<file path="src/rtl/mfrc_pkg.sv">
// ----------------------------------------------------------------------------
// mfrc_pkg
// Shared types, constants and the CRC-16/MODBUS byte update for the frame
// range calibrator.
// ----------------------------------------------------------------------------
package mfrc_pkg;

	// Frame and channel geometry
	localparam int NUM_CH          = 4;
	localparam int MAX_FRAME_BYTES = 64;
	localparam int QUEUE_DEPTH     = 4;

	// Field widths
	localparam int BYTE_W   = 8;
	localparam int RAW_W    = 32;
	localparam int GAIN_W   = 24;
	localparam int OFFSET_W = 32;
	localparam int RANGE_W  = 40;
	localparam int PROD_W   = GAIN_W + 1 + RAW_W;
	localparam int CFG_IDX_W  = 3;
	localparam int CFG_DATA_W = 32;

	// CRC-16/MODBUS, reflected form of 0x8005
	localparam logic [15:0] CRC_INIT = 16'hFFFF;
	localparam logic [15:0] CRC_POLY_REFL = 16'hA001;

	// Rounding constant: one half at 16 dropped fraction bits
	localparam logic [15:0] ROUND_HALF = 16'h8000;

	// Register indexes
	localparam logic [CFG_IDX_W-1:0] REG_GAIN_CH0   = 3'd0;
	localparam logic [CFG_IDX_W-1:0] REG_GAIN_CH1   = 3'd1;
	localparam logic [CFG_IDX_W-1:0] REG_GAIN_CH2   = 3'd2;
	localparam logic [CFG_IDX_W-1:0] REG_GAIN_CH3   = 3'd3;
	localparam logic [CFG_IDX_W-1:0] REG_OFFSET_CH0 = 3'd4;
	localparam logic [CFG_IDX_W-1:0] REG_OFFSET_CH1 = 3'd5;
	localparam logic [CFG_IDX_W-1:0] REG_OFFSET_CH2 = 3'd6;
	localparam logic [CFG_IDX_W-1:0] REG_OFFSET_CH3 = 3'd7;

	// Calibration defaults
	localparam logic [GAIN_W-1:0] GAIN_CH0_RST = 24'd1282379;
	localparam logic [GAIN_W-1:0] GAIN_CH1_RST = 24'd1311066;
	localparam logic [GAIN_W-1:0] GAIN_CH2_RST = 24'd1300550;
	localparam logic [GAIN_W-1:0] GAIN_CH3_RST = 24'd1313646;
	localparam logic [OFFSET_W-1:0] OFFSET_CH0_RST = 32'd40308;
	localparam logic [OFFSET_W-1:0] OFFSET_CH1_RST = 32'd40934;
	localparam logic [OFFSET_W-1:0] OFFSET_CH2_RST = 32'd39764;
	localparam logic [OFFSET_W-1:0] OFFSET_CH3_RST = 32'd43576;

	// One finished frame as handed from front to back
	typedef struct packed {
		logic                         crc_ok;
		logic [NUM_CH-1:0][RAW_W-1:0] raw;
	} frame_rec_t;

	// Fold one byte into the CRC, one bit per step
	function automatic logic [15:0] crc_byte(input logic [15:0] crc, input logic [7:0] b);
		logic [15:0] c;
		c = crc ^ {8'h00, b};
		for (int i = 0; i < 8; i++) begin
			if (c[0]) begin
				c = (c >> 1) ^ CRC_POLY_REFL;
			end else begin
				c = c >> 1;
			end
		end
		return c;
	endfunction

endpackage

</file>
<file path="src/rtl/mfrc_queue.sv">
// ----------------------------------------------------------------------------
// mfrc_queue
// Short first-in first-out buffer of frame records between front and back.
// ----------------------------------------------------------------------------
module mfrc_queue (
	input  logic                  clk,
	input  logic                  arst_n,
	input  logic                  push,
	input  mfrc_pkg::frame_rec_t  push_data,
	output logic                  full,
	input  logic                  pop,
	output mfrc_pkg::frame_rec_t  head,
	output logic                  not_empty
);

	localparam int DEPTH = mfrc_pkg::QUEUE_DEPTH;
	localparam int PTR_W = $clog2(DEPTH);
	localparam int CNT_W = $clog2(DEPTH + 1);

	mfrc_pkg::frame_rec_t  mem_q [DEPTH];
	logic [PTR_W-1:0]      wr_ptr_q;
	logic [PTR_W-1:0]      rd_ptr_q;
	logic [CNT_W-1:0]      count_q;

	assign full      = (count_q == CNT_W'(DEPTH));
	assign not_empty = (count_q != '0);
	assign head      = mem_q[rd_ptr_q];

	// Store a record
	always_ff @(posedge clk) begin
		if (push) begin
			mem_q[wr_ptr_q] <= push_data;
		end
	end

	// Move pointers and occupancy
	always_ff @(posedge clk or negedge arst_n) begin
		if (!arst_n) begin
			wr_ptr_q <= '0;
			rd_ptr_q <= '0;
			count_q  <= '0;
		end else begin
			if (push) begin
				wr_ptr_q <= wr_ptr_q + PTR_W'(1);
			end
			if (pop) begin
				rd_ptr_q <= rd_ptr_q + PTR_W'(1);
			end
			count_q <= count_q + CNT_W'(push) - CNT_W'(pop);
		end
	end

`ifndef ASSERT_OFF
	a_no_push_full: assert property (@(posedge clk) disable iff (!arst_n)
		full |-> !push) else $error("record pushed into full queue");
	a_no_pop_empty: assert property (@(posedge clk) disable iff (!arst_n)
		pop |-> not_empty) else $error("record popped from empty queue");
	a_count_track: assert property (@(posedge clk) disable iff (!arst_n)
		(push && !pop) |=> (count_q == $past(count_q) + CNT_W'(1)))
		else $error("queue occupancy lost a record");
`endif

endmodule

</file>
<file path="config.mk">
export PLATFORM = sky130hd
export DESIGN_NAME = mfrc_queue
export DESIGN_NICKNAME = d
export VERILOG_FILES = /design/src/rtl/mfrc_pkg.sv /design/src/rtl/mfrc_queue.sv
export SDC_FILE = /design/constraint.sdc
export NUM_CORES = 1
export LEC_CHECK = 0
export ABC_AREA = 1
export BUFFER_PORTS_ARGS = -buffer_cell sky130_fd_sc_hd__buf_2
export CORE_MARGIN = 2
export CORE_UTILIZATION = 25
export CTS_BUF_LIST = sky130_fd_sc_hd__clkbuf_16
export CTS_CLUSTER_SIZE = 24
export DETAILED_ROUTE_END_ITERATION = 16
export PLACE_DENSITY = 0.4
export SKIP_LAST_GASP = 1
export SYNTH_ARGS = -nofsm -noshare
export SYNTH_HDL_FRONTEND = slang
export SYNTH_SLANG_ARGS = --single-unit
</file>
<file path="constraint.sdc">
create_clock -name clk -period 5.2 [get_ports clk]
set_clock_uncertainty 0.05 [all_clocks]
set_input_delay 1.04 -clock clk [delete_from_list [all_inputs] [get_ports clk]]
set_output_delay 1.04 -clock clk [all_outputs]
set_load 0.01 [all_outputs]
</file>
Word level (Yosys, flattened, before mapping)
Memory sizes are Yosys's and may differ from the RTL's. Cells that the tools add are included.

Mux-type cells: 2. Reduce and logical (&&, ||, !) cells: 1. Add/subtract/negate cells: 4. Equal/unequal tests: 1.

Operators by type and width (count): $add A2 B1 Y2 const B (2); $add A3 B1 Y3 (1); $eq A3 B3 Y1 const B (1); $reduce_bool A3 Y1 (1); $sub A3 B1 Y3 (1); $mux W1 (2).

Logic and storage cells: 12. Bits in writable memories: 516. Memories: 1. Register bits after elaboration: 7.

Memory list: mem_q (depth 4, width 129, read ports 1, clocked after Yosys merged registers in 0, wr ports 1, line mfrc_queue.sv:20) `mfrc_pkg::frame_rec_t mem_q [DEPTH];`.

Depth between registers and ports, before layout
Word-level depth: 2. Mapped depth: 10.

Worst setup path before layout
OpenSTA, ideal clock, no wires.

Path kind: input -> register. Start: input port push. End: memory mem_q[1][0] in the netlist's numbering (enable). Arrival time: 3.826 ns. Setup time: 0.482 ns. Stages on the path: 3. Slack: 0.842 ns. Path buffers: 1. Cell sequence: clkbuf_1 > nand2_1 > inv_1.

Longest elaborated chain between the ends: 2.

RTL lines: start: declaration (line mfrc_queue.sv:8) `input logic push,`; $mux W1 (line mfrc_queue.sv:31) `if (push) begin`; $mux W1 (not written as such) (line mfrc_queue.sv:32) `mem_q[wr_ptr_q] <= push_data;`; end: declaration (line mfrc_queue.sv:20).

No other way between the ends.

==> impl_metrics.py <==
metrics = {
    "floorplanning": {
        "ios": 264,
        "core_sq_um": 88100,
        "die_y_microns": 302,
        "die_area_sq_um": 91000,
        "fp-row-count": 109,
        "die_w_microns": 302,
        "initial_utilization_pct": 25.1,
    },
    "sta": {
        "min_period_over_period_pct": 75.2,
        "finalHoldViolCount": 0,
        "tightest_slew_ns": 1.01,
        "period_needed_ns": 3.91,
        "slew_violations": 0,
        "max_freq_mhz": 256,
        "relSlewSlack_pct": 32.5,
        "rsz0062_at_grt": "no",
        "tns_ns": 0,
        "finalSetupViolations": 0,
    },
    "route": {
        "drt_first_pass_iters": 5,
        "drc": 0,
        "wl_per_cell_microns": 15.8,
        "drt-total-wl_microns": 55800,
        "dr_total_vias": 14000,
        "drt-initial-drc-count": 684,
        "ant_nets": 0,
        "viasPerCell": 3.97,
    },
    "finish": {
        "design_area_sq_um": 26400,
        "nets": 2466,
        "final_cells": 3539,
        "syn_to_final_growth_pct": 19.3,
        "drive_gt1_share_pct": 15.4,
        "final_util_pct": 30.0,
        "fillers": 9156,
    },
    "setup_path": {
        "cp-start-kind": "register",
        "cp_top_family": "buffers and inverters",
        "cp_slowest_cell": "dfrtp_4",
        "cp.arrival_ns": 2.82,
        "required_ns": 4.11,
        "cp_cell_sequence": "inv_8, buf_12, nand2_1, nand3_1, nand2_1, buf_2",
        "cp_max_fo": 125,
        "worst-setup-path-type": "reg -> out",
        "critPathCaptureType": "output pin",
        "cp_num_buf_inv": 3,
        "cpMostUsedCell": "nand2_1",
        "timing.rr.start": "wr_ptr_q[0]",
        "slowest_delay_ns": 0.61,
        "crit_path_start": "rd_ptr_q[0]",
    },
    "clock_tree": {
        "cts_setup_buffers": 0,
        "root_buffer": "clkbuf_16",
        "cts_tree": "built",
        "cts_max_path_buffers": 3,
        "cts_buffers": 59,
        "cts_hold_buf": 0,
        "cts_resized": 0,
        "cts_sinks": 523,
        "clk-insertion-delay-late_ns": 0.60,
        "ctsHtreeMaxLevel": 2,
        "clk_pin_slew_worst_paths_ns": 0.06,
    },
    "synthesis": {
        "yosysTopAreaCell": "edfxtp_1",
        "yosysUniqueCellTypes": 16,
        "synth_area_sq_um": 22100,
        "synth_common_cells": "nand2_1 (656), inv_1 (529), edfxtp_1 (516)",
        "synth_edf_count": 516,
        "async_reset_ff_share_pct": 1.34,
        "ys.flop_type": "edfxtp_1",
        "ys_ff_latch": 523,
        "yosysTopAreaCellShare_pct": 70.0,
        "netlist_instances": 2067,
        "ys.warnings.count": 0,
        "syn_area_per_cell_sq_um": 10.7,
        "yosys-top-cells-area": "edfxtp_1 (70%), nand2_1 (11%), inv_1 (9.0%)",
        "ys_seq_area_share_pct": 70.8,
        "synth_most_common_cell": "nand2_1",
        "synth_nets": 2207,
    },
    "power_and_ir_drop": {
        "p_leak_nw": 12.0,
        "irDropWorstVdd_mv": 0.567,
        "powerDensity_nw_per_um2": 559,
        "finalPower_w": 0.0148,
    },
    "grt": {
        "grt_pass1_wl_microns": 83800,
        "grt_antenna_before_repair": 15,
        "grt_max_degree": 167,
        "grt_remaining_overflow": 0,
        "globalRouteTotalUtil_pct": 12.2,
        "grt_pass1_vias": 13900,
    },
    "min_path": {
        "hold_class": "in -> async",
    },
    "placement": {
        "dp_cells": 3430,
        "place_area_sq_um": 24600,
        "io_buffers": 263,
        "hpwl_microns": 31800,
        "gp_congestion": 0.751,
    },
    "status": {
        "status": "completed",
    },
    "run": {
        "drv_cap": 0,
    },
}
==> power breakdown <==
group | internal, W | switching, W | leakage, nW
Clock | 0.00224 | 0.00162 | 0.932
Combinational | 0.00155 | 0.00364 | 6.28
Sequential | 0.00551 | 0.000205 | 4.82
==> final timing paths <==
path,depth (start not counted),to,slack [ns]
min in group clk,2,count_q[2],0.48
setup reg to reg,5,mem_q[2][73],3.02
setup / recovery,6,head[56],1.29
hold / removal,1,count_q[0],0.22
hold reg to reg,2,count_q[2],0.48
max in group asynchronous,1,rd_ptr_q[0],4.69
==> layout by cell type, fill, tap and decap left out, drive strengths merged <==
| master | count |
|---|---|
| buf | 284 |
| bufinv | 3 |
| o21ai | 1 |
| nand2 | 656 |
| fa | 1 |
| clkinv | 25 |
| ha | 6 |
| diode | 3 |
| edfxtp | 516 |
| clkinvlp | 1 |
| nor3 | 1 |
| inv | 546 |
| clkbuf | 61 |
| dfrtp | 7 |
| xor2 | 3 |
| nand3 | 260 |
==> final cells by class <==
class | count | area, sq um | share of cell area [%]
Clock inverter | 45 | 268 | 1.01
Tap cell | 1165 | 1460 | 5.52
Antenna cell | 3 | 7.51 | 0.0284
Multi-Input combinational cell | 928 | 3890 | 14.7
Timing Repair Buffer | 284 | 1560 | 5.91
Clock buffer | 61 | 1530 | 5.78
Inverter | 530 | 2020 | 7.65
Sequential cell | 523 | 15700 | 59.4
==> state kept, by name, summed over array words and instances (netlist names) <==
register and cells:
mem_q 516, count_q 3, wr_ptr_q 2, rd_ptr_q 2
==> logic make-up (layout without fill, tap and decap cells) <==
kind of cell	count (synthesis)	count (layout)	synth area share, %
compound gates	1	1	0.0226
xor+xnor	3	3	0.119
fa+ha+maj	7	7	0.429
buf+inv	616	920	11.6
flops	523	523	70.8
other cells	0	3	0
simple gates	917	917	17.0
==> layer usage <==
metal	vias to the layer above	global-route usage [%]	share of wire (%)	routed length, microns
met5	-	0	0.28	154
met4	24	3.09	1.9	1040
met3	101	3.17	5.8	3210
met2	290	20.1	47	26000
met1	6654	15.9	46	25400
li1	6977	-	-	-
==> stage by stage <==
step	hold slack [ns]	setup WS, ns
after floorplan	0.413	0.842
after global placement	0.463	1.88
after detailed placement	0.469	1.86
after CTS	0.175	1.18
after global routing	0.178	1.05
final	0.221	1.29
Note: power is estimated with default switching activity, not from simulation.
